===== src/utf8t_pkg.sv =====
package utf8t_pkg;

    // error kinds carried on results
    localparam logic [2:0] ERR_NONE  = 3'd0;
    localparam logic [2:0] ERR_NULL  = 3'd1;
    localparam logic [2:0] ERR_LEAD  = 3'd2;
    localparam logic [2:0] ERR_TRAIL = 3'd3;
    localparam logic [2:0] ERR_TRUNC = 3'd4;
    localparam logic [2:0] ERR_ILLEG = 3'd5;

    // configuration register indexes
    localparam int unsigned CFG_IDX_W = 1;
    localparam logic [CFG_IDX_W-1:0] CFG_STRICT_MODE = 1'd0;
    localparam logic [CFG_IDX_W-1:0] CFG_REJECT_NULL = 1'd1;

    localparam int unsigned ACC_W = 31;

    localparam logic [15:0]      REPL_CHAR   = 16'hFFFD;
    localparam logic [ACC_W-1:0] BMP_MAX     = 31'h0000_FFFF;
    localparam logic [ACC_W-1:0] MAX_CODE    = 31'h0010_FFFF;
    localparam logic [15:0]      SURR_HI     = 16'hD800;
    localparam logic [15:0]      SURR_LO     = 16'hDC00;
    localparam logic [15:0]      SURR_END    = 16'hDFFF;
    localparam logic [15:0]      TEN_MASK    = 16'h03FF;
    localparam logic [20:0]      PLANE1_BASE = 21'h01_0000;

    // byte classes
    localparam logic [7:0] BYTE_ASCII_END = 8'h80;
    localparam logic [7:0] BYTE_LEAD_MIN  = 8'hC0;
    localparam logic [7:0] BYTE_LEAD_BIG  = 8'hFC;
    localparam logic [7:0] BYTE_LEAD_FD   = 8'hFD;

    typedef struct packed {
        logic [15:0] code_unit;
        logic [2:0]  error_kind;
        logic        out_last;
    } result_t;

    // what one decoded byte produces: up to two results
    typedef struct packed {
        logic [1:0] count;
        result_t    res0;
        result_t    res1;
    } dec_t;

endpackage


===== src/utf8t_byte_if.sv =====
interface utf8t_byte_if;
    logic       valid;
    logic       ready;
    logic [7:0] in_byte;
    logic       in_last;

    modport source (output valid, output in_byte, output in_last, input ready);
    modport sink   (input valid, input in_byte, input in_last, output ready);
endinterface


===== src/utf8t_unit_if.sv =====
interface utf8t_unit_if;
    logic        valid;
    logic        ready;
    logic [15:0] code_unit;
    logic [2:0]  error_kind;
    logic        out_last;

    modport source (output valid, output code_unit, output error_kind, output out_last,
                    input ready);
    modport sink   (input valid, input code_unit, input error_kind, input out_last,
                    output ready);
endinterface


===== src/utf8t_cfg_if.sv =====
interface utf8t_cfg_if;
    logic                             valid;
    logic                             ready;
    logic [utf8t_pkg::CFG_IDX_W-1:0] index;
    logic                             data;

    modport source (output valid, output index, output data, input ready);
    modport sink   (input valid, input index, input data, output ready);
endinterface


===== src/utf8_to_utf16_transcoder_top.sv =====
// UTF-8 to UTF-16 transcoder.
// byte_in : one UTF-8 byte per transaction, in_last marks the message's last byte.
// unit_out: one UTF-16 code unit per transaction; error_kind != 0 marks the single
//           error transaction that closes a failed message (code_unit is zero).
//           out_last is set on the final transaction of each message.
// cfg     : register writes, index 0 strict_mode, index 1 reject_null; always ready.
//           Write only while no byte is in flight.
// Path    : an accepted byte passes the input register, then the 2-entry result
//           register, before it can leave unit_out.
// Rate    : one byte per cycle while unit_out.ready is high and each byte yields at
//           most one unit; a byte that completes a supplementary code point yields a
//           surrogate pair and waits for an empty 2-entry result register.
// Bytes that yield nothing (leads, dropped bytes after an error) pass at one per cycle.
// Reset   : clears decode state and both queues; strict_mode = 1, reject_null = 0.
// Stall   : when unit_out.ready is low the result register fills, then the input
//           register holds its byte and byte_in.ready drops. byte_in.ready does not
//           depend combinationally on unit_out.ready.
module utf8_to_utf16_transcoder_top (
    input  logic         clk,
    input  logic         rst_n,
    utf8t_byte_if.sink   byte_in,
    utf8t_unit_if.source unit_out,
    utf8t_cfg_if.sink    cfg
);

    // configuration
    logic strict_reg;
    logic rnull_reg;

    // input register
    logic       in_vld_reg, in_vld_next;
    logic [7:0] byte_reg;
    logic       last_reg;

    utf8t_pkg::dec_t dec;
    logic [1:0]      free;
    logic            advance;
    logic            in_take;

    assign cfg.ready = 1'b1;

    always_ff @(posedge clk or negedge rst_n)
    begin
        if (!rst_n) begin
            strict_reg <= 1'b1;
            rnull_reg  <= 1'b0;
        end else if (cfg.valid) begin
            case (cfg.index)
                utf8t_pkg::CFG_STRICT_MODE: strict_reg <= cfg.data;
                utf8t_pkg::CFG_REJECT_NULL: rnull_reg  <= cfg.data;
                default: ;
            endcase
        end
    end

    // the held byte moves on once the result register has room for all it yields
    assign advance       = in_vld_reg && (dec.count <= free);
    assign byte_in.ready = !in_vld_reg || advance;
    assign in_take       = byte_in.valid && byte_in.ready;

    always_comb
    begin
        in_vld_next = in_vld_reg;
        if (in_take)
            in_vld_next = 1'b1;
        else if (advance)
            in_vld_next = 1'b0;
    end

    always_ff @(posedge clk or negedge rst_n)
    begin
        if (!rst_n)
            in_vld_reg <= 1'b0;
        else
            in_vld_reg <= in_vld_next;
    end

    always_ff @(posedge clk)
    begin
        if (in_take) begin
            byte_reg <= byte_in.in_byte;
            last_reg <= byte_in.in_last;
        end
    end

    utf8t_decode u_decode (
        .clk         (clk),
        .rst_n       (rst_n),
        .step        (advance),
        .in_byte     (byte_reg),
        .in_last     (last_reg),
        .strict_mode (strict_reg),
        .reject_null (rnull_reg),
        .dec         (dec)
    );

    utf8t_out_queue u_out_queue (
        .clk      (clk),
        .rst_n    (rst_n),
        .push_cnt (advance ? dec.count : 2'd0),
        .push0    (dec.res0),
        .push1    (dec.res1),
        .free     (free),
        .unit_out (unit_out)
    );

    a_hold_when_blocked: assert property (@(posedge clk) disable iff (!rst_n)
        in_vld_reg && !advance |=> in_vld_reg && $stable(byte_reg) && $stable(last_reg))
        else $error("held byte lost while blocked");

endmodule


===== src/utf8t_decode.sv =====
module utf8t_decode (
    input  logic              clk,
    input  logic              rst_n,
    input  logic              step,
    input  logic [7:0]        in_byte,
    input  logic              in_last,
    input  logic              strict_mode,
    input  logic              reject_null,
    output utf8t_pkg::dec_t   dec
);

    logic [utf8t_pkg::ACC_W-1:0] acc_reg, acc_next;
    logic [2:0]                  left_reg, left_next;
    logic [2:0]                  herr_reg, herr_next;
    logic                        emit;
    logic [utf8t_pkg::ACC_W-1:0] cp;
    logic [20:0]                 sub;
    logic [2:0]                  lead_cnt;
    logic [7:0]                  lead_mask;

    always_comb
    begin
        lead_cnt  = 3'd5;
        lead_mask = 8'h01;
        case (in_byte) inside
            [8'hC0:8'hDF]: begin lead_cnt = 3'd1; lead_mask = 8'h1F; end
            [8'hE0:8'hEF]: begin lead_cnt = 3'd2; lead_mask = 8'h0F; end
            [8'hF0:8'hF7]: begin lead_cnt = 3'd3; lead_mask = 8'h07; end
            [8'hF8:8'hFB]: begin lead_cnt = 3'd4; lead_mask = 8'h03; end
            default:       begin lead_cnt = 3'd5; lead_mask = 8'h01; end
        endcase
    end

    always_comb
    begin
        acc_next  = acc_reg;
        left_next = left_reg;
        herr_next = herr_reg;
        emit      = 1'b0;
        cp        = acc_reg;
        dec       = '0;

        if (left_reg == 3'd0) begin
            if (herr_reg == utf8t_pkg::ERR_NONE) begin
                if (in_byte == 8'd0 && reject_null) begin
                    herr_next = utf8t_pkg::ERR_NULL;
                end else if (in_byte < utf8t_pkg::BYTE_ASCII_END) begin
                    emit = 1'b1;
                    cp   = {23'd0, in_byte};
                end else if (in_byte < utf8t_pkg::BYTE_LEAD_MIN) begin
                    herr_next = utf8t_pkg::ERR_LEAD;
                end else begin
                    // oversize leads still count their trailing bytes
                    if (in_byte >= utf8t_pkg::BYTE_LEAD_BIG && in_byte != utf8t_pkg::BYTE_LEAD_FD)
                        herr_next = utf8t_pkg::ERR_LEAD;
                    acc_next  = {23'd0, in_byte & lead_mask};
                    left_next = lead_cnt;
                end
            end
        end else begin
            if (in_byte[7:6] != 2'b10)
                herr_next = utf8t_pkg::ERR_TRAIL;
            acc_next  = {acc_reg[utf8t_pkg::ACC_W-7:0], in_byte[5:0]};
            left_next = left_reg - 3'd1;
            if (left_next == 3'd0 && herr_next == utf8t_pkg::ERR_NONE) begin
                emit = 1'b1;
                cp   = acc_next;
            end
        end

        sub = cp[20:0] - utf8t_pkg::PLANE1_BASE;

        if (emit) begin
            if (cp <= utf8t_pkg::BMP_MAX) begin
                if (cp[15:0] >= utf8t_pkg::SURR_HI && cp[15:0] <= utf8t_pkg::SURR_END) begin
                    if (strict_mode) begin
                        herr_next = utf8t_pkg::ERR_ILLEG;
                    end else begin
                        dec.count = 2'd1;
                        dec.res0  = '{utf8t_pkg::REPL_CHAR, utf8t_pkg::ERR_NONE, in_last};
                    end
                end else begin
                    dec.count = 2'd1;
                    dec.res0  = '{cp[15:0], utf8t_pkg::ERR_NONE, in_last};
                end
            end else if (cp > utf8t_pkg::MAX_CODE) begin
                if (strict_mode) begin
                    herr_next = utf8t_pkg::ERR_ILLEG;
                end else begin
                    dec.count = 2'd1;
                    dec.res0  = '{utf8t_pkg::REPL_CHAR, utf8t_pkg::ERR_NONE, in_last};
                end
            end else begin
                // surrogate pair
                dec.count = 2'd2;
                dec.res0  = '{utf8t_pkg::SURR_HI + {6'd0, sub[19:10]},
                              utf8t_pkg::ERR_NONE, 1'b0};
                dec.res1  = '{utf8t_pkg::SURR_LO + (sub[15:0] & utf8t_pkg::TEN_MASK),
                              utf8t_pkg::ERR_NONE, in_last};
            end
        end

        // end of message: truncation wins, then any held error
        if (in_last) begin
            if (left_next != 3'd0) begin
                dec.count = 2'd1;
                dec.res0  = '{16'd0, utf8t_pkg::ERR_TRUNC, 1'b1};
            end else if (herr_next != utf8t_pkg::ERR_NONE) begin
                dec.count = 2'd1;
                dec.res0  = '{16'd0, herr_next, 1'b1};
            end
            acc_next  = '0;
            left_next = 3'd0;
            herr_next = utf8t_pkg::ERR_NONE;
        end
    end

    always_ff @(posedge clk or negedge rst_n)
    begin
        if (!rst_n) begin
            acc_reg  <= '0;
            left_reg <= 3'd0;
            herr_reg <= utf8t_pkg::ERR_NONE;
        end else if (step) begin
            acc_reg  <= acc_next;
            left_reg <= left_next;
            herr_reg <= herr_next;
        end
    end

    a_left_range: assert property (@(posedge clk) disable iff (!rst_n)
        left_reg <= 3'd5)
        else $error("trailing byte count out of range");

    a_msg_clear: assert property (@(posedge clk) disable iff (!rst_n)
        step && in_last |=> left_reg == 3'd0 && herr_reg == utf8t_pkg::ERR_NONE)
        else $error("decode state not cleared at message end");

    a_pair_shape: assert property (@(posedge clk) disable iff (!rst_n)
        dec.count == 2'd2 |-> !dec.res0.out_last && dec.res0.error_kind == utf8t_pkg::ERR_NONE)
        else $error("bad surrogate pair result");

endmodule


===== src/utf8t_out_queue.sv =====
module utf8t_out_queue (
    input  logic              clk,
    input  logic              rst_n,
    input  logic [1:0]        push_cnt,
    input  utf8t_pkg::result_t push0,
    input  utf8t_pkg::result_t push1,
    output logic [1:0]        free,
    utf8t_unit_if.source      unit_out
);

    utf8t_pkg::result_t slot0_reg, slot0_next;
    utf8t_pkg::result_t slot1_reg, slot1_next;
    logic [1:0]         cnt_reg, cnt_next;
    logic               pop;
    logic [1:0]         kept;
    utf8t_pkg::result_t head_kept;

    assign free = 2'd2 - cnt_reg;
    assign pop  = unit_out.valid && unit_out.ready;

    assign unit_out.valid      = cnt_reg != 2'd0;
    assign unit_out.code_unit  = slot0_reg.code_unit;
    assign unit_out.error_kind = slot0_reg.error_kind;
    assign unit_out.out_last   = slot0_reg.out_last;

    always_comb
    begin
        kept       = cnt_reg - {1'b0, pop};
        head_kept  = pop ? slot1_reg : slot0_reg;
        slot0_next = head_kept;
        slot1_next = slot1_reg;
        case (kept)
            2'd0:
            begin
                if (push_cnt != 2'd0)
                    slot0_next = push0;
                if (push_cnt == 2'd2)
                    slot1_next = push1;
            end
            2'd1:
            begin
                if (push_cnt != 2'd0)
                    slot1_next = push0;
            end
            default: ;
        endcase
        cnt_next = kept + push_cnt;
    end

    always_ff @(posedge clk or negedge rst_n)
    begin
        if (!rst_n)
            cnt_reg <= 2'd0;
        else
            cnt_reg <= cnt_next;
    end

    always_ff @(posedge clk)
    begin
        slot0_reg <= slot0_next;
        slot1_reg <= slot1_next;
    end

    a_no_overflow: assert property (@(posedge clk) disable iff (!rst_n)
        push_cnt <= free)
        else $error("push exceeds free slots");

    a_cnt_range: assert property (@(posedge clk) disable iff (!rst_n)
        cnt_reg <= 2'd2)
        else $error("queue count out of range");

endmodule


===== src/flat_wrapper.sv =====
// flat-port wrapper written by rule: the top's interface ports become plain ports
module utf8_to_utf16_transcoder_top_flat 
  (clk, rst_n, byte_in_valid, byte_in_in_byte, byte_in_in_last, byte_in_ready, unit_out_valid, unit_out_code_unit, unit_out_error_kind, unit_out_out_last, unit_out_ready, cfg_valid, cfg_index, cfg_data, cfg_ready);
  utf8t_byte_if byte_in_i ();
  utf8t_unit_if unit_out_i ();
  utf8t_cfg_if cfg_i ();
  input  logic clk;
  input  logic rst_n;
  input wire logic [$bits(byte_in_i.valid)-1:0] byte_in_valid;
  input wire logic [$bits(byte_in_i.in_byte)-1:0] byte_in_in_byte;
  input wire logic [$bits(byte_in_i.in_last)-1:0] byte_in_in_last;
  output wire logic [$bits(byte_in_i.ready)-1:0] byte_in_ready;
  output wire logic [$bits(unit_out_i.valid)-1:0] unit_out_valid;
  output wire logic [$bits(unit_out_i.code_unit)-1:0] unit_out_code_unit;
  output wire logic [$bits(unit_out_i.error_kind)-1:0] unit_out_error_kind;
  output wire logic [$bits(unit_out_i.out_last)-1:0] unit_out_out_last;
  input wire logic [$bits(unit_out_i.ready)-1:0] unit_out_ready;
  input wire logic [$bits(cfg_i.valid)-1:0] cfg_valid;
  input wire logic [$bits(cfg_i.index)-1:0] cfg_index;
  input wire logic [$bits(cfg_i.data)-1:0] cfg_data;
  output wire logic [$bits(cfg_i.ready)-1:0] cfg_ready;
  assign byte_in_i.valid = byte_in_valid;
  assign byte_in_i.in_byte = byte_in_in_byte;
  assign byte_in_i.in_last = byte_in_in_last;
  assign byte_in_ready = byte_in_i.ready;
  assign unit_out_valid = unit_out_i.valid;
  assign unit_out_code_unit = unit_out_i.code_unit;
  assign unit_out_error_kind = unit_out_i.error_kind;
  assign unit_out_out_last = unit_out_i.out_last;
  assign unit_out_i.ready = unit_out_ready;
  assign cfg_i.valid = cfg_valid;
  assign cfg_i.index = cfg_index;
  assign cfg_i.data = cfg_data;
  assign cfg_ready = cfg_i.ready;
  utf8_to_utf16_transcoder_top u_core (.clk(clk), .rst_n(rst_n), .byte_in(byte_in_i), .unit_out(unit_out_i), .cfg(cfg_i));
endmodule

===== config.mk =====
export PLATFORM = sky130hd
export DESIGN_NAME = utf8_to_utf16_transcoder_top_flat
export DESIGN_NICKNAME = d
export VERILOG_FILES = /design/src/utf8t_pkg.sv /design/src/utf8t_byte_if.sv /design/src/utf8t_unit_if.sv /design/src/utf8t_cfg_if.sv /design/src/utf8_to_utf16_transcoder_top.sv /design/src/utf8t_decode.sv /design/src/utf8t_out_queue.sv /design/src/flat_wrapper.sv
export SDC_FILE = /design/constraint.sdc
export NUM_CORES = 1
export LEC_CHECK = 0
export ABC_AREA = 1
export BUFFER_PORTS_ARGS = -buffer_cell sky130_fd_sc_hd__buf_4
export CAP_MARGIN = 20
export CELL_PAD_IN_SITES_DETAIL_PLACEMENT = 0
export CELL_PAD_IN_SITES_GLOBAL_PLACEMENT = 2
export CORE_MARGIN = 4
export CORE_UTILIZATION = 35
export DETAILED_ROUTE_END_ITERATION = 6
export GPL_ROUTABILITY_DRIVEN = 0
export PLACE_DENSITY_LB_ADDON = 0.15
export SLEW_MARGIN = 20
export SYNTH_ARGS = -nofsm -noshare
export SYNTH_HDL_FRONTEND = slang
export SYNTH_SLANG_ARGS = --single-unit
export TNS_END_PERCENT = 30

===== constraint.sdc =====
create_clock -name clk -period 6.9 [get_ports clk]
set_input_delay 0.69 -clock clk [delete_from_list [all_inputs] [get_ports clk]]
set_output_delay 0.69 -clock clk [all_outputs]
set_load 0.1 [all_outputs]

Word level (Yosys, flattened, before mapping)
Index checks and enable logic that the tools add are counted.
{"block": "totals", "reg_bits": 91, "elab_cells": 142}
{"block": "classes", "n_eq_ne": 10, "reduce_logical": 29, "add_sub_neg": 7, "n_lt_le_gt_ge": 16, "mux": 63, "bitwise": 2}
{"operator": "2-to-1 mux 31 bit", "n": 11}
{"operator": "2-to-1 mux 20 bit", "n": 7}
{"operator": "2-to-1 mux 22 bit", "n": 6}
{"operator": "2-to-1 mux 3 bit", "n": 24}
{"operator": "2-to-1 mux 42 bit", "n": 1}
{"operator": ">= comparator 8 bit, second input constant", "n": 5}
{"operator": "case mux 20 bit (2 select lines)", "n": 1}
{"operator": "adder 15 x 11 -> 16 bit, first input constant", "n": 2}
{"operator": "less-or-equal comparator 8 bit, second input constant", "n": 4}
{"operator": "greater-than comparator 31 x 21 -> 1 bit, second input constant", "n": 1}
{"operator": "less-or-equal comparator 31 x 16 -> 1 bit, second input constant", "n": 1}
{"operator": "2-to-1 mux 21 bit", "n": 1}
{"operator": "subtractor 20 x 17 -> 20 bit, second input constant", "n": 1}
{"operator": ">= comparator 16 bit, second input constant", "n": 1}
{"operator": "less-or-equal comparator 16 bit, second input constant", "n": 1}
{"operator": "less-than comparator 8 bit, second input constant", "n": 2}
{"operator": "logical NOT 3 bit", "n": 4}
{"operator": "logical AND 1 bit", "n": 11}
{"operator": "!= test 3 x 2 -> 1 bit, second input constant", "n": 3}
{"operator": "bitwise AND 8 bit", "n": 1}
{"operator": "logical NOT 8 bit", "n": 1}
{"operator": "2-to-1 mux 1 bit", "n": 8}
{"operator": "2-to-1 mux 8 bit", "n": 1}
{"operator": "!= test 8 bit, second input constant", "n": 1}
{"operator": "20 further kinds", "n": 28}

Longest topological paths before layout
Gate-level depths: netlist of run 1.
{"block": "logic_depth", "ltp_word": 22, "ltp_mapped": 40, "mapped_depth_nobuf": 38}

Cells and area by module
A second synthesis of run 1 with hierarchy kept.
{"block": "unflattened", "hier_cells": 813, "area_unflattened_um2": 5775.5}
{"module": "utf8t_decode", "cells_each": 502, "seq_area_each_um2": 925.9, "instances": 1, "area_each_um2": 3318.2}
{"module": "utf8t_out_queue", "cells_each": 270, "seq_area_each_um2": 1051.0, "instances": 1, "area_each_um2": 1961.9}
{"module": "utf8_to_utf16_transcoder_top", "cells_each": 41, "seq_area_each_um2": 346.6, "instances": 1, "area_each_um2": 495.5}

Least setup slack after synthesis of run 1
OpenSTA, ideal clock, no wires.
{"block": "synth_timing", "path_type": "reg-to-reg", "startpoint": "register u_core.u_decode.left_reg[0]", "endpoint": "register u_core.byte_reg[0] (enable)", "n_path_buf": 1, "path_stages_with_launch": 35, "setup_ns": 0.331, "setup_slack_ns": 1.242, "t_arrival_ns": 5.328, "cell_sequence": "dfrtp_1 inv_1 ha_1 inv_1 nand2_1 nand2_1 nor2_2 nand3_4 inv_1 nand2_1 nand2_1 inv_1 ha_1 nand2_1 nor2_1 nand3_1 nor2_1 nand3_1 nand2_2 nand2_2 nand2_2 nand2_2 nand2_1 nor2_2 nand2_2 nand2_4 inv_2 buf_4 nor3_1 ha_1 inv_1 nor2_1 o211ai_1 nand2_1 inv_1"}
{"block": "synth_via", "elab_chain_len": 18, "elab_cells_between_ends": 37}
{"element": "start: declaration", "line": "utf8t_decode.sv:13", "source": "logic [2:0] left_reg, left_next;"}
{"element": "start signal: assignment", "line": "utf8t_decode.sv:126", "source": "left_reg <= left_next;"}
{"element": "parallel branches: the longest is 13 deep, another holds greater-than comparator 31 x 21 -> 1 bit"}
{"element": "2-to-1 mux 22 bit (*)", "line": "utf8t_decode.sv:104", "source": "if (in_last) begin"}
{"element": "less-or-equal comparator 2 bit (*)", "line": "utf8_to_utf16_transcoder_top.sv:57", "source": "assign advance = in_vld_reg && (dec.count <= free);"}
{"element": "logical AND 1 bit (*)", "line": "utf8_to_utf16_transcoder_top.sv:57"}
{"element": "logical OR 1 bit (*)", "line": "utf8_to_utf16_transcoder_top.sv:58", "source": "assign byte_in.ready = !in_vld_reg || advance;"}
{"element": "net byte_in_ready", "line": "flat_wrapper.sv:12", "source": "output wire logic [$bits(byte_in_i.ready)-1:0] byte_in_ready;"}
{"element": "logical AND 1 bit (*)", "line": "utf8_to_utf16_transcoder_top.sv:59", "source": "assign in_take = byte_in.valid && byte_in.ready;"}
{"element": "net u_core.in_take", "line": "utf8_to_utf16_transcoder_top.sv:38", "source": "logic in_take;"}
{"element": "end signal: assignment", "line": "utf8_to_utf16_transcoder_top.sv:81", "source": "byte_reg <= byte_in.in_byte;"}
{"element": "end: declaration", "line": "utf8_to_utf16_transcoder_top.sv:32", "source": "logic [7:0] byte_reg;"}
Mark *: on every way through the listed nets, which the timed path passes.
A chain may end at the register's enable or synchronous reset.

Worst setup path in the final report of run 1
{"block": "layout_timing", "startpoint": "register u_core.u_decode.left_reg[0]", "endpoint": "register u_core.u_out_queue.slot1_reg[11] in the netlist's numbering (enable)"}
{"block": "layout_via", "elab_chain_len": 20, "elab_cells_between_ends": 41}
{"element": "parallel branches: the longest is 13 deep, another holds greater-than comparator 31 x 21 -> 1 bit"}
{"element": "2-to-1 mux 22 bit (*)", "line": "utf8t_decode.sv:104"}
{"element": "less-or-equal comparator 2 bit", "line": "utf8_to_utf16_transcoder_top.sv:57"}
{"element": "logical AND 1 bit", "line": "utf8_to_utf16_transcoder_top.sv:57"}
{"element": "2-to-1 mux 2 bit (*)", "line": "utf8_to_utf16_transcoder_top.sv:100", "source": ".push_cnt (advance ? dec.count : 2'd0),"}
{"element": "equality test 2 bit / nonzero test 2 bit (equally long branches)", "line": "utf8t_out_queue.sv:37, utf8t_out_queue.sv:42"}
{"element": "!= test 2 bit (no source line)"}
{"element": "AND reduction 3 bit (no source line) (*)"}
{"element": "end signal: assignment", "line": "utf8t_out_queue.sv:61", "source": "slot1_reg <= slot1_next;"}
{"element": "end: declaration", "line": "utf8t_out_queue.sv:12", "source": "utf8t_pkg::result_t slot1_reg, slot1_next;"}
Every way passes the cells marked *.

==> impl_metrics.xml, run 1 <==
<?xml version="1.0" encoding="UTF-8"?>
<metrics>
  <group name="sta">
    <metric name="period_minus_slack" unit="ns">5.93</metric>
    <metric name="finalClockSkew" unit="ns">0.0128</metric>
    <metric name="rsz_0062_raised_after_global_routing" unit="">false</metric>
    <metric name="timing_hold_violations_final" unit="">0</metric>
    <metric name="min_period_over_period" unit="%">85.9</metric>
    <metric name="tns" unit="ns">0</metric>
    <metric name="timing_max_transition_violations_final" unit="">0</metric>
    <metric name="timing.max_slew.rel_slack" unit="%">30.3</metric>
    <metric name="timing.fmax" unit="GHz">0.169</metric>
    <metric name="layout_setup_ws" unit="ns">0.970</metric>
    <metric name="finalSetupViolCount" unit="">0</metric>
    <metric name="tightest_slew" unit="ns">1.04</metric>
  </group>
  <group name="clocking">
    <metric name="numClockSinks" unit="">91</metric>
    <metric name="cts_max_level" unit="">3</metric>
    <metric name="number_of_buffers_inserted_during_clock_tree_synthesis" unit="">9</metric>
    <metric name="clk_transition_reported_paths" unit="ns">0.07</metric>
    <metric name="max-clock-path-buffers" unit="">2</metric>
    <metric name="cts_tree" unit="">done</metric>
    <metric name="root_buffer" unit="">sky130_fd_sc_hd__clkbuf_16</metric>
    <metric name="clk_latency" unit="ns">0.36</metric>
    <metric name="cts_post_setup_buffers_inserted" unit="">0</metric>
    <metric name="cts_hold_buffers" unit="">0</metric>
    <metric name="cts_resized" unit="">0</metric>
  </group>
  <group name="worst_hold_path">
    <metric name="timing.hold.worst.class" unit="">in2async</metric>
  </group>
  <group name="placement">
    <metric name="dp_hpwl" unit="mm">13.4</metric>
    <metric name="placement.io_buffers" unit="">37</metric>
    <metric name="placedInstanceArea" unit="sq um">6290</metric>
    <metric name="preCtsSetupSlack" unit="ns">1.00</metric>
  </group>
  <group name="logic_synthesis">
    <metric name="post_synth_mux_area_share" unit="%">0</metric>
    <metric name="synth_seq_cells" unit="">91</metric>
    <metric name="synth-edff-count" unit="">29</metric>
    <metric name="post_synth_instance_area" unit="sq um">5900</metric>
    <metric name="synth_warnings" unit="">0</metric>
    <metric name="synth.yosys.seq_area_share" unit="%">39.4</metric>
    <metric name="simple_gate_area_share_of_the_yosys_netlist" unit="%">36.7</metric>
    <metric name="gate_count_post_synth" unit="">833</metric>
    <metric name="post_synth_fa_ha_maj_area_fraction" unit="%">2.12</metric>
    <metric name="synth_top_flop_cell" unit="">sky130_fd_sc_hd__dfrtp_1</metric>
    <metric name="ys_types" unit="">44</metric>
    <metric name="syn-num-nets" unit="">859</metric>
    <metric name="synth.avg_cell_area" unit="sq um">7.08</metric>
    <metric name="synth_top_family_by_area" unit="">simple AND/OR/NAND/NOR gates</metric>
    <metric name="yosys.area_share.xor_xnor" unit="%">0.594</metric>
    <metric name="share_of_async_settable_or_async_resettable_flops_after_synthesis" unit="%">46.2</metric>
    <metric name="synth-compound-area-share" unit="%">10.3</metric>
  </group>
  <group name="critical_path">
    <metric name="worstSetupEndpointType" unit="">flip-flop</metric>
    <metric name="timing.critical_path.arrival" unit="ns">5.96</metric>
    <metric name="critPathMaxFanout" unit="">22</metric>
    <metric name="setup.worst_path.class" unit="">reg2reg</metric>
    <metric name="timing.critical_path.slowest_cell_delay" unit="ns">0.46</metric>
    <metric name="cp.required" unit="ns">6.93</metric>
    <metric name="worst_setup_path_start_kind" unit="">flip-flop</metric>
    <metric name="critical_path.slowest_cell" unit="">sky130_fd_sc_hd__nand2_1</metric>
    <metric name="cp_top_family" unit="">simple AND/OR/NAND/NOR gates</metric>
    <metric name="timing.critical_path.mode_cell" unit="">sky130_fd_sc_hd__nand2_1</metric>
    <metric name="cp.buffers_inverters" unit="">7</metric>
  </group>
  <group name="global_route">
    <metric name="grt_antenna_before_repair" unit="">0</metric>
    <metric name="total_congestion_overflow_after_global_routing" unit="">0</metric>
    <metric name="grt.total_usage" unit="%">19.3</metric>
    <metric name="grt_max_degree" unit="">43</metric>
    <metric name="first_global_vias" unit="">5251</metric>
    <metric name="wire_length_of_the_first_global_routing_pass" unit="mm">28.5</metric>
  </group>
  <group name="route">
    <metric name="number_of_drc_violations_after_detailed_routing" unit="">0</metric>
    <metric name="routed-via-count" unit="">5468</metric>
    <metric name="drt_first_pass_iters" unit="">5</metric>
    <metric name="antenna_violating_nets_post_route" unit="">0</metric>
    <metric name="drt_wl_total" unit="mm">17.6</metric>
    <metric name="starting_drt_drc_count" unit="">300</metric>
    <metric name="via_per_inst" unit="">5.07</metric>
    <metric name="route.detailed.wl_per_inst" unit="um">16.3</metric>
  </group>
  <group name="floorplan">
    <metric name="placement_rows" unit="">47</metric>
    <metric name="dieHeight" unit="um">138</metric>
    <metric name="core_outline_area" unit="sq um">16500</metric>
    <metric name="die_area" unit="sq um">19000</metric>
    <metric name="die_width" unit="um">138</metric>
    <metric name="num_io_pins" unit="">39</metric>
    <metric name="floorplan.initialDensity" unit="%">35.7</metric>
  </group>
  <group name="cells_and_area">
    <metric name="synthToLayoutAreaGrowth" unit="%">11.7</metric>
    <metric name="fillCellCount" unit="">1760</metric>
    <metric name="n_antenna_cell" unit="">0</metric>
    <metric name="largest_register_ffs" unit="">31</metric>
    <metric name="num-nets-final" unit="">879</metric>
    <metric name="finish.instance_area" unit="sq um">6590</metric>
    <metric name="drive_above_1_share" unit="%">12.4</metric>
  </group>
  <group name="pwr">
    <metric name="vdd.ir_drop.worst" unit="uV">247</metric>
    <metric name="leakage" unit="nW">3.23</metric>
    <metric name="power_density" unit="nW/um^2">548</metric>
  </group>
  <group name="run_status">
    <metric name="outcome" unit="">finished clean</metric>
  </group>
  <group name="run">
    <metric name="cap_viol_max_count" unit="">0</metric>
  </group>
</metrics>
## where the power goes
group / switching [mW] / internal [mW]
logic: 1.73 / 0.524
registers: 0.0976 / 0.756
clock network: 0.228 / 0.269
## worst register-to-register path, delay by kind of cell (launching register included)
family / cells / cell delay (ns)
adder cells (fa/ha/maj): 2 / 0.49
AO/OA/AOI/OAI: 1 / 0.13
flip-flops: 1 / 0.39
buffers and inverters: 7 / 1.00
AND/OR/NAND/NOR: 25 / 3.56
## Yosys cell counts (7+ instances only)
library cell,number,area share (%)
sky130_fd_sc_hd__o21ai_0,32,2.7
sky130_fd_sc_hd__a21oi_1,10,0.85
sky130_fd_sc_hd__dfxtp_1,20,6.8
sky130_fd_sc_hd__inv_1,103,6.6
sky130_fd_sc_hd__nor2_1,72,4.6
sky130_fd_sc_hd__nand2_1,249,16
sky130_fd_sc_hd__inv_2,8,0.51
sky130_fd_sc_hd__nand4_1,22,2.3
sky130_fd_sc_hd__nand3_1,84,7.1
sky130_fd_sc_hd__nand2_2,10,1.1
sky130_fd_sc_hd__ha_1,10,2.1
sky130_fd_sc_hd__nor3_1,8,0.68
sky130_fd_sc_hd__nor2_2,11,1.2
sky130_fd_sc_hd__clkbuf_1,15,0.95
sky130_fd_sc_hd__dfrtp_1,41,17
sky130_fd_sc_hd__edfxtp_1,29,15
sky130_fd_sc_hd__o2111ai_1,7,1.0
sky130_fd_sc_hd__o22ai_1,30,3.2
sky130_fd_sc_hd__buf_4,10,1.3
## layout by cell type, fill, tap and decap left out, types with 11 or more instances in the layout
master / count
sky130_fd_sc_hd__o21ai_0: 32
sky130_fd_sc_hd__nor2_2: 11
sky130_fd_sc_hd__nor2_1: 72
sky130_fd_sc_hd__edfxtp_1: 29
sky130_fd_sc_hd__nand2_1: 249
sky130_fd_sc_hd__nand3_1: 84
sky130_fd_sc_hd__dfrtp_1: 41
sky130_fd_sc_hd__nand4_1: 22
sky130_fd_sc_hd__buf_4: 42
sky130_fd_sc_hd__dfxtp_1: 20
sky130_fd_sc_hd__inv_1: 103
sky130_fd_sc_hd__o22ai_1: 30
## per-stage QoR
step	hold slack, ns	utilization (%)	total power, mW	std cells
after floorplan	0.394	-	2.60	833
after global placement	0.505	38.1	3.12	1062
after detailed placement	0.509	38.1	3.12	1062
after CTS	0.346	39.9	3.62	1078
after global routing	0.358	39.9	3.88	1078
final	0.319	39.9	3.61	1078
## logic make-up after synthesis
kind of cell	after synthesis
AOI/OAI and AO/OA	100
xor gates and xnor gates	4
adders and majority gates	10
buffers and inverters	148
DFF	91
other	1
and+or+nand+nor	479
## metal layers
metal | GRT usage [%] | vias up | share of wire, % | routed length, um
li1 | - | 2765 | - | -
met5 | 0 | - | 0 | 0
met4 | 8.07 | 0 | 2.4 | 425
met2 | 30.4 | 125 | 46 | 8080
met3 | 3.29 | 27 | 4.3 | 760
met1 | 26.4 | 2551 | 47 | 8330
## path summary, 6_finish.rpt
check	startpoint	to	slack [ns]	depth (start not counted)
max reg2reg	u_core.u_decode.left_reg[0]$_DFFE_PN0N_	u_core.u_out_queue.slot1_reg[11]$_DFFE_PP_	0.97	35
max in group asynchronous	rst_n	u_core.u_decode.herr_reg[2]$_DFFE_PN0N_	6.17	1
min in group clk	cfg_valid	u_core.strict_reg$_DFFE_PN1P_	0.49	2
min	rst_n	u_core.u_decode.acc_reg[28]$_DFFE_PN0P_	0.32	1
min reg2reg	u_core.u_out_queue.slot1_reg[5]$_DFFE_PP_	u_core.u_out_queue.unit_out.code_unit[1]$_DFF_P_	0.52	4
max	u_core.u_decode.left_reg[0]$_DFFE_PN0N_	u_core.u_out_queue.slot1_reg[11]$_DFFE_PP_	0.97	35
## cell type report
cell class | count | area (sq um) | share of cell area, %
Sequential cell | 91 | 2320 | 35.3
Tap cell | 220 | 275 | 4.18
Clock buffer | 10 | 250 | 3.80
Multi-Input combinational cell | 594 | 2950 | 44.7
Clock inverter | 6 | 45.0 | 0.684
Timing Repair Buffer | 42 | 315 | 4.79
Inverter | 115 | 432 | 6.55
Note: power is estimated with default switching activity, not from simulation.
==> run 2, diff against run 1 <==
--- a/config.mk
+++ b/config.mk
@@ -15,6 +15,7 @@
 export DETAILED_ROUTE_END_ITERATION = 6
 export GPL_ROUTABILITY_DRIVEN = 0
 export PLACE_DENSITY_LB_ADDON = 0.15
+export RECOVER_POWER = 25
 export SLEW_MARGIN = 20
 export SYNTH_ARGS = -nofsm -noshare
 export SYNTH_HDL_FRONTEND = slang
==> run 2 against run 1 <==
  * The run now ends with capacitance limit, slew limit left
  * Total power decreased by 0.12%
  * Combinational power about the same
  * Critical path type unchanged
  * Non-clock buffer count unchanged
  * Register-to-register slack about the same
  * Clock power about the same
==> impl_metrics.xml, run 2 (synthesis gave the netlist of run 1 again) <==
<?xml version="1.0" encoding="UTF-8"?>
<metrics>
  <group name="critical_path">
    <metric name="cp.required" unit="ns">6.94</metric>
    <metric name="setup.worst_path.class" unit="">reg2reg</metric>
    <metric name="worstSetupEndpointType" unit="">flip-flop</metric>
    <metric name="critPathMaxFanout" unit="">22</metric>
    <metric name="timing.critical_path.arrival" unit="ns">5.95</metric>
    <metric name="timing.critical_path.slowest_cell_delay" unit="ns">0.45</metric>
    <metric name="cp.buffers_inverters" unit="">7</metric>
    <metric name="critical_path.slowest_cell" unit="">sky130_fd_sc_hd__nand2_1</metric>
    <metric name="worst_setup_path_start_kind" unit="">flip-flop</metric>
    <metric name="cp_top_family" unit="">simple AND/OR/NAND/NOR gates</metric>
    <metric name="timing.critical_path.mode_cell" unit="">sky130_fd_sc_hd__nand2_1</metric>
    <metric name="reg2reg_slack" unit="ns">0.98</metric>
  </group>
  <group name="run_status">
    <metric name="outcome" unit="">finished, violations left</metric>
    <metric name="violations_in_the_final_reports" unit="">capacitance limit, slew limit</metric>
  </group>
  <group name="global_route">
    <metric name="wire_length_of_the_first_global_routing_pass" unit="mm">28.5</metric>
    <metric name="first_global_vias" unit="">5251</metric>
    <metric name="total_congestion_overflow_after_global_routing" unit="">0</metric>
    <metric name="grt_antenna_before_repair" unit="">0</metric>
    <metric name="grt_max_degree" unit="">43</metric>
    <metric name="grt.total_usage" unit="%">19.3</metric>
  </group>
  <group name="sta">
    <metric name="finalSetupViolCount" unit="">0</metric>
    <metric name="min_period_over_period" unit="%">85.8</metric>
    <metric name="timing.max_slew.rel_slack" unit="%">-62.0</metric>
    <metric name="finalClockSkew" unit="ns">0.0131</metric>
    <metric name="timing_max_transition_violations_final" unit="">43</metric>
    <metric name="rsz_0062_raised_after_global_routing" unit="">false</metric>
    <metric name="tightest_slew" unit="ns">2.43</metric>
    <metric name="timing_hold_violations_final" unit="">0</metric>
    <metric name="timing.fmax" unit="GHz">0.169</metric>
    <metric name="period_minus_slack" unit="ns">5.92</metric>
    <metric name="tns" unit="ns">0</metric>
  </group>
  <group name="floorplan">
    <metric name="num_io_pins" unit="">39</metric>
    <metric name="placement_rows" unit="">47</metric>
    <metric name="dieHeight" unit="um">138</metric>
    <metric name="core_outline_area" unit="sq um">16500</metric>
    <metric name="floorplan.initialDensity" unit="%">35.7</metric>
    <metric name="die_area" unit="sq um">19000</metric>
    <metric name="die_width" unit="um">138</metric>
  </group>
  <group name="cells_and_area">
    <metric name="most_frequent_cells_in_the_layout" unit="">249 x sky130_fd_sc_hd__nand2_1, 103 x sky130_fd_sc_hd__inv_1, 84 x sky130_fd_sc_hd__nand3_1</metric>
    <metric name="n_antenna_cell" unit="">0</metric>
    <metric name="num-nets-final" unit="">879</metric>
    <metric name="synthToLayoutAreaGrowth" unit="%">11.6</metric>
    <metric name="finish.instance_area" unit="sq um">6580</metric>
    <metric name="drive_above_1_share" unit="%">12.1</metric>
    <metric name="final_common_cell" unit="">sky130_fd_sc_hd__nand2_1</metric>
    <metric name="largest_register_ffs" unit="">31</metric>
  </group>
  <group name="clocking">
    <metric name="cts_resized" unit="">0</metric>
    <metric name="clk_transition_reported_paths" unit="ns">0.07</metric>
    <metric name="max-clock-path-buffers" unit="">2</metric>
    <metric name="cts_post_setup_buffers_inserted" unit="">0</metric>
    <metric name="cts_max_level" unit="">3</metric>
    <metric name="number_of_buffers_inserted_during_clock_tree_synthesis" unit="">9</metric>
    <metric name="clk_latency" unit="ns">0.36</metric>
    <metric name="cts_tree" unit="">done</metric>
    <metric name="root_buffer" unit="">sky130_fd_sc_hd__clkbuf_16</metric>
    <metric name="numClockSinks" unit="">91</metric>
    <metric name="cts_hold_buffers" unit="">0</metric>
  </group>
  <group name="route">
    <metric name="antenna_violating_nets_post_route" unit="">0</metric>
    <metric name="starting_drt_drc_count" unit="">278</metric>
    <metric name="number_of_drc_violations_after_detailed_routing" unit="">0</metric>
    <metric name="drt_first_pass_iters" unit="">5</metric>
    <metric name="route.detailed.wl_per_inst" unit="um">16.3</metric>
    <metric name="drt_wl_total" unit="mm">17.6</metric>
    <metric name="via_per_inst" unit="">5.07</metric>
    <metric name="routed-via-count" unit="">5470</metric>
  </group>
  <group name="placement">
    <metric name="placedInstanceArea" unit="sq um">6290</metric>
    <metric name="placement.io_buffers" unit="">37</metric>
    <metric name="dp_hpwl" unit="mm">13.4</metric>
  </group>
  <group name="run">
    <metric name="cap_viol_max_count" unit="">1</metric>
  </group>
  <group name="worst_hold_path">
    <metric name="timing.hold.worst.class" unit="">in2reg</metric>
  </group>
  <group name="pwr">
    <metric name="power_density" unit="nW/um^2">548</metric>
    <metric name="vdd.ir_drop.worst" unit="uV">246</metric>
    <metric name="report.power.total" unit="mW">3.61</metric>
    <metric name="leakage" unit="nW">3.22</metric>
  </group>
</metrics>
==> run 2: cell types whose count changed in the layout (fill, tap and decap cells not counted), sizes merged <==
cell,previous run,this run
clkbuf,10,21
buf,42,31
==> run 2: path summary, 6_finish.rpt <==
path | start | cells past startpoint | to
max | u_core.u_decode.left_reg[0]$_DFFE_PN0N_ | 35 | u_core.u_out_queue.slot1_reg[11]$_DFFE_PP_
min | cfg_valid | 2 | u_core.strict_reg$_DFFE_PN1P_
max reg2reg | u_core.u_decode.left_reg[0]$_DFFE_PN0N_ | 35 | u_core.u_out_queue.slot1_reg[11]$_DFFE_PP_
min reg2reg | u_core.u_out_queue.slot1_reg[5]$_DFFE_PP_ | 4 | u_core.u_out_queue.unit_out.code_unit[1]$_DFF_P_
max in group asynchronous | rst_n | 1 | u_core.u_decode.left_reg[2]$_DFFE_PN0N_
min in group asynchronous | rst_n | 1 | u_core.u_decode.acc_reg[28]$_DFFE_PN0P_
==> run 2: per-stage QoR <==
stage / worst slack (ns) / std cells / hold WS [ns] / utilization [%]
3_3_place_gp: 1.13 / 1062 / 0.505 / 38.1
5_1_grt: 0.300 / 1078 / 0.495 / 39.8
4_1_cts: 0.965 / 1078 / 0.346 / 39.9
6_report: 0.982 / 1078 / 0.489 / 39.8
2_1_floorplan: 1.24 / 833 / 0.394 / -
3_5_place_dp: 1.00 / 1062 / 0.509 / 38.1
==> run 2: final cells by class <==
| cell class | count | area (sq um) |
|---|---|---|
| clock buffer | 10 | 250 |
| timing repair buffer | 42 | 308 |
| multi-input combinational | 594 | 2950 |
| clock inverter | 6 | 45.0 |
| sequential | 91 | 2320 |
| inverter | 115 | 432 |
| fill | 1761 | 9940 |
| tap | 220 | 275 |
==> run 2: per-layer routing <==
layer / GRT usage (%) / share of wire (%) / wire length (um) / up-vias
met1: 26.4 / 47 / 8250 / 2548
met3: 3.29 / 4.7 / 819 / 27
met5: 0 / 0 / 0 / -
li1: - / - / - / 2764
met4: 8.07 / 2.4 / 425 / 0
met2: 30.4 / 46 / 8060 / 131
==> run 2: worst register-to-register path, delay by kind of cell, from the launching register on <==
| kind | cells | cell delay, ns |
|---|---|---|
| fa+ha+maj | 2 | 0.49 |
| simple gates | 25 | 3.56 |
| flops | 1 | 0.39 |
| compound gates | 1 | 0.13 |
| buf+inv | 7 | 1.00 |
==> run 2: power breakdown <==
part | total [mW] | leakage, nW | internal, mW | switching (mW)
Clock | 0.497 | 0.148 | 0.269 | 0.228
Combinational | 2.26 | 2.07 | 0.524 | 1.73
Sequential | 0.853 | 1.01 | 0.756 | 0.0971
Total | 3.61 | 3.22 | 1.55 | 2.06
==> run 3, diff against run 2 <==
--- a/config.mk
+++ b/config.mk
@@ -11,11 +11,12 @@
 export CELL_PAD_IN_SITES_DETAIL_PLACEMENT = 0
 export CELL_PAD_IN_SITES_GLOBAL_PLACEMENT = 2
 export CORE_MARGIN = 4
-export CORE_UTILIZATION = 35
+export CORE_UTILIZATION = 38
 export DETAILED_ROUTE_END_ITERATION = 6
 export GPL_ROUTABILITY_DRIVEN = 0
 export PLACE_DENSITY_LB_ADDON = 0.15
 export RECOVER_POWER = 25
+export SKIP_CTS_REPAIR_TIMING = 1
 export SLEW_MARGIN = 20
 export SYNTH_ARGS = -nofsm -noshare
 export SYNTH_HDL_FRONTEND = slang
==> constraint.sdc (replaced) <==
create_clock -name clk -period 7.68 [get_ports clk]
set_input_delay 0.768 -clock clk [delete_from_list [all_inputs] [get_ports clk]]
set_output_delay 0.768 -clock clk [all_outputs]
set_load 0.1 [all_outputs]
==> run 3 against run 2 <==
  * The flow still finishes with violations (capacitance limit, slew limit)
  * Clock power down 9.5%
  * Highest routed layer unchanged
  * Sequential cell count unchanged
  * Utilization up 3.2 points
  * Critical path type is now reg2out
  * Die area down 7.4%
  * Critical endpoint is now byte_in_ready
  * Routed wire length down 1.6%
  * Worst hold slack better by 0.033 ns
==> impl_metrics.xml, run 3 (synthesis gave the netlist of run 1 again) <==
<?xml version="1.0" encoding="UTF-8"?>
<metrics>
  <group name="route">
    <metric name="number_of_drc_violations_after_detailed_routing" unit="">0</metric>
    <metric name="via_per_inst" unit="">5.25</metric>
    <metric name="routed-via-count" unit="">5482</metric>
    <metric name="drt_first_pass_iters" unit="">7</metric>
    <metric name="starting_drt_drc_count" unit="">395</metric>
    <metric name="route.detailed.wl_per_inst" unit="um">16.5</metric>
    <metric name="drt_wl_total" unit="mm">17.3</metric>
    <metric name="antenna_violating_nets_post_route" unit="">0</metric>
  </group>
  <group name="sta">
    <metric name="tightest_slew" unit="ns">2.43</metric>
    <metric name="rsz_0062_raised_after_global_routing" unit="">false</metric>
    <metric name="timing.fmax" unit="GHz">0.164</metric>
    <metric name="min_period_over_period" unit="%">79.5</metric>
    <metric name="timing_hold_violations_final" unit="">0</metric>
    <metric name="layout_setup_ws" unit="ns">1.58</metric>
    <metric name="timing_max_transition_violations_final" unit="">43</metric>
    <metric name="period_minus_slack" unit="ns">6.10</metric>
    <metric name="tns" unit="ns">0</metric>
    <metric name="finalClockSkew" unit="ns">0.0119</metric>
    <metric name="finalSetupViolCount" unit="">0</metric>
    <metric name="timing.max_slew.rel_slack" unit="%">-62.0</metric>
  </group>
  <group name="floorplan">
    <metric name="die_area" unit="sq um">17600</metric>
    <metric name="floorplan.initialDensity" unit="%">38.8</metric>
    <metric name="num_io_pins" unit="">39</metric>
    <metric name="die_width" unit="um">133</metric>
    <metric name="core_outline_area" unit="sq um">15200</metric>
    <metric name="dieHeight" unit="um">133</metric>
    <metric name="placement_rows" unit="">45</metric>
  </group>
  <group name="cells_and_area">
    <metric name="final_common_cell" unit="">sky130_fd_sc_hd__nand2_1</metric>
    <metric name="synthToLayoutAreaGrowth" unit="%">10.8</metric>
    <metric name="drive_above_1_share" unit="%">11.8</metric>
    <metric name="stdcell_count" unit="">1045</metric>
    <metric name="area_occupied_by_multi_input_gates" unit="sq um">2950</metric>
    <metric name="largest_register_ffs" unit="">31</metric>
    <metric name="fillCellCount" unit="">1605</metric>
    <metric name="most_frequent_cells_in_the_layout" unit="">249 x sky130_fd_sc_hd__nand2_1, 103 x sky130_fd_sc_hd__inv_1, 84 x sky130_fd_sc_hd__nand3_1</metric>
    <metric name="num-nets-final" unit="">878</metric>
    <metric name="sequential_cell_area" unit="sq um">2320</metric>
    <metric name="n_antenna_cell" unit="">0</metric>
  </group>
  <group name="pwr">
    <metric name="power_density" unit="nW/um^2">495</metric>
    <metric name="vdd.ir_drop.worst" unit="uV">169</metric>
    <metric name="leakage" unit="nW">3.21</metric>
    <metric name="report.power.total" unit="mW">3.24</metric>
  </group>
  <group name="critical_path">
    <metric name="timing.critical_path.slowest_cell_delay" unit="ns">0.53</metric>
    <metric name="timing.critical_path.arrival" unit="ns">5.34</metric>
    <metric name="worst_r2r_endpoint" unit="">u_core.u_decode.acc_reg[6]$_DFFE_PN0P_</metric>
    <metric name="cp.required" unit="ns">6.91</metric>
    <metric name="r2r_start" unit="">u_core.u_decode.left_reg[0]$_DFFE_PN0N_</metric>
    <metric name="reg2reg_slack" unit="ns">1.59</metric>
    <metric name="cp_top_family" unit="">simple AND/OR/NAND/NOR gates</metric>
    <metric name="critPathMaxFanout" unit="">13</metric>
    <metric name="critical_path.slowest_cell" unit="">sky130_fd_sc_hd__nand2_1</metric>
    <metric name="cp.buffers_inverters" unit="">5</metric>
    <metric name="worstSetupEndpointType" unit="">output pin</metric>
    <metric name="reg2reg_depth" unit="">32</metric>
    <metric name="worst_setup_path_start_kind" unit="">flip-flop</metric>
    <metric name="setup.worst_path.class" unit="">reg2out</metric>
    <metric name="timing.critical_path.mode_cell" unit="">sky130_fd_sc_hd__nand2_1</metric>
  </group>
  <group name="global_route">
    <metric name="first_global_vias" unit="">5261</metric>
    <metric name="wire_length_of_the_first_global_routing_pass" unit="mm">28.2</metric>
    <metric name="grt_antenna_before_repair" unit="">0</metric>
    <metric name="grt_max_degree" unit="">43</metric>
    <metric name="grt.total_usage" unit="%">19.9</metric>
    <metric name="total_congestion_overflow_after_global_routing" unit="">0</metric>
  </group>
  <group name="clocking">
    <metric name="max-clock-path-buffers" unit="">2</metric>
    <metric name="clk_latency" unit="ns">0.35</metric>
    <metric name="numClockSinks" unit="">91</metric>
    <metric name="number_of_buffers_inserted_during_clock_tree_synthesis" unit="">9</metric>
    <metric name="clk_transition_reported_paths" unit="ns">0.07</metric>
    <metric name="cts_max_level" unit="">3</metric>
    <metric name="cts_tree" unit="">done</metric>
    <metric name="root_buffer" unit="">sky130_fd_sc_hd__clkbuf_16</metric>
  </group>
  <group name="run_status">
    <metric name="outcome" unit="">finished, violations left</metric>
    <metric name="violations_in_the_final_reports" unit="">capacitance limit, slew limit</metric>
  </group>
  <group name="placement">
    <metric name="numPlacedInstances" unit="">1029</metric>
    <metric name="dp_hpwl" unit="mm">13.2</metric>
    <metric name="placement.io_buffers" unit="">37</metric>
    <metric name="preCtsSetupSlack" unit="ns">1.67</metric>
  </group>
  <group name="run">
    <metric name="cap_viol_max_count" unit="">1</metric>
  </group>
  <group name="worst_hold_path">
    <metric name="hold_path.startpoint" unit="">u_core.u_decode.herr_reg[0]$_DFFE_PN0N_</metric>
    <metric name="hold_path_depth" unit="">2</metric>
    <metric name="timing.hold.worst.class" unit="">reg2reg</metric>
    <metric name="hold_end" unit="">u_core.u_decode.herr_reg[0]$_DFFE_PN0N_</metric>
  </group>
</metrics>
## run 3: changes by cell type in the layout (fill, tap and decap cells not counted), sizes merged
cell,previous run,this run
buf,31,30
bufinv,0,1
clkinv,8,6
inv,113,111
clkbuf,21,23
clkinvlp,0,1
## run 3: power breakdown
group / leakage, nW / internal, mW / switching (mW)
Clock: 0.143 / 0.262 / 0.189
Combinational: 2.06 / 0.467 / 1.55
Sequential: 1.01 / 0.679 / 0.0858
## run 3: worst max path at each step
stage / end / cells past startpoint / slack [ns] / startpoint
floorplan: u_core.byte_reg[0]$_DFFE_PP_ / 34 / 2.02 / u_core.u_decode.left_reg[0]$_DFFE_PN0N_
global placement: u_core.u_out_queue.slot1_reg[11]$_DFFE_PP_ / 34 / 1.75 / u_core.u_decode.left_reg[1]$_DFFE_PN0N_
detailed placement: u_core.u_decode.acc_reg[6]$_DFFE_PN0P_ / 32 / 1.67 / u_core.u_decode.left_reg[0]$_DFFE_PN0N_
CTS: byte_in_ready / 28 / 1.54 / u_core.u_decode.left_reg[1]$_DFFE_PN0N_
global route: u_core.u_decode.acc_reg[24]$_DFFE_PN0P_ / 32 / 0.98 / u_core.u_decode.left_reg[1]$_DFFE_PN0N_
finish: byte_in_ready / 29 / 1.58 / u_core.u_decode.left_reg[0]$_DFFE_PN0N_
## run 3: per-stage QoR
stage / hold WS (ns) / instance area (sq um) / utilization, %
6_report: 0.522 / 6540 / 43.0
5_1_grt: 0.545 / 6540 / 43.0
3_5_place_dp: 0.506 / 6240 / 41.1
3_3_place_gp: 0.501 / 6240 / 41.1
4_1_cts: 0.429 / 6540 / 43.0
2_1_floorplan: 0.472 / 5900 / -
## run 3: worst register-to-register path: cells and delay by family (launching register included)
kind                     cells  cell delay [ns]
AND/OR/NAND/NOR             24             4.18
AO/OA/AOI/OAI                2             0.57
adder cells (fa/ha/maj)      2             0.49
flip-flops                   1             0.38
buffers and inverters        4             0.37
## run 3: area by class of cell
type | instances | share of cell area (%)
clock inverter | 4 | 0.785
inverter | 115 | 6.61
timing repair buffer | 41 | 4.60
sequential | 91 | 35.6
multi-input combinational | 594 | 45.1
clock buffer | 12 | 3.77
tap | 188 | 3.60
## run 3: per-layer routing
| metal | vias up | track usage [%] | wire length, um |
|---|---|---|---|
| met5 | - | 0 | 0 |
| met2 | 120 | 32.0 | 8080 |
| met1 | 2564 | 27.4 | 8250 |
| met3 | 28 | 2.55 | 560 |
| li1 | 2770 | - | - |
| met4 | 0 | 7.56 | 386 |
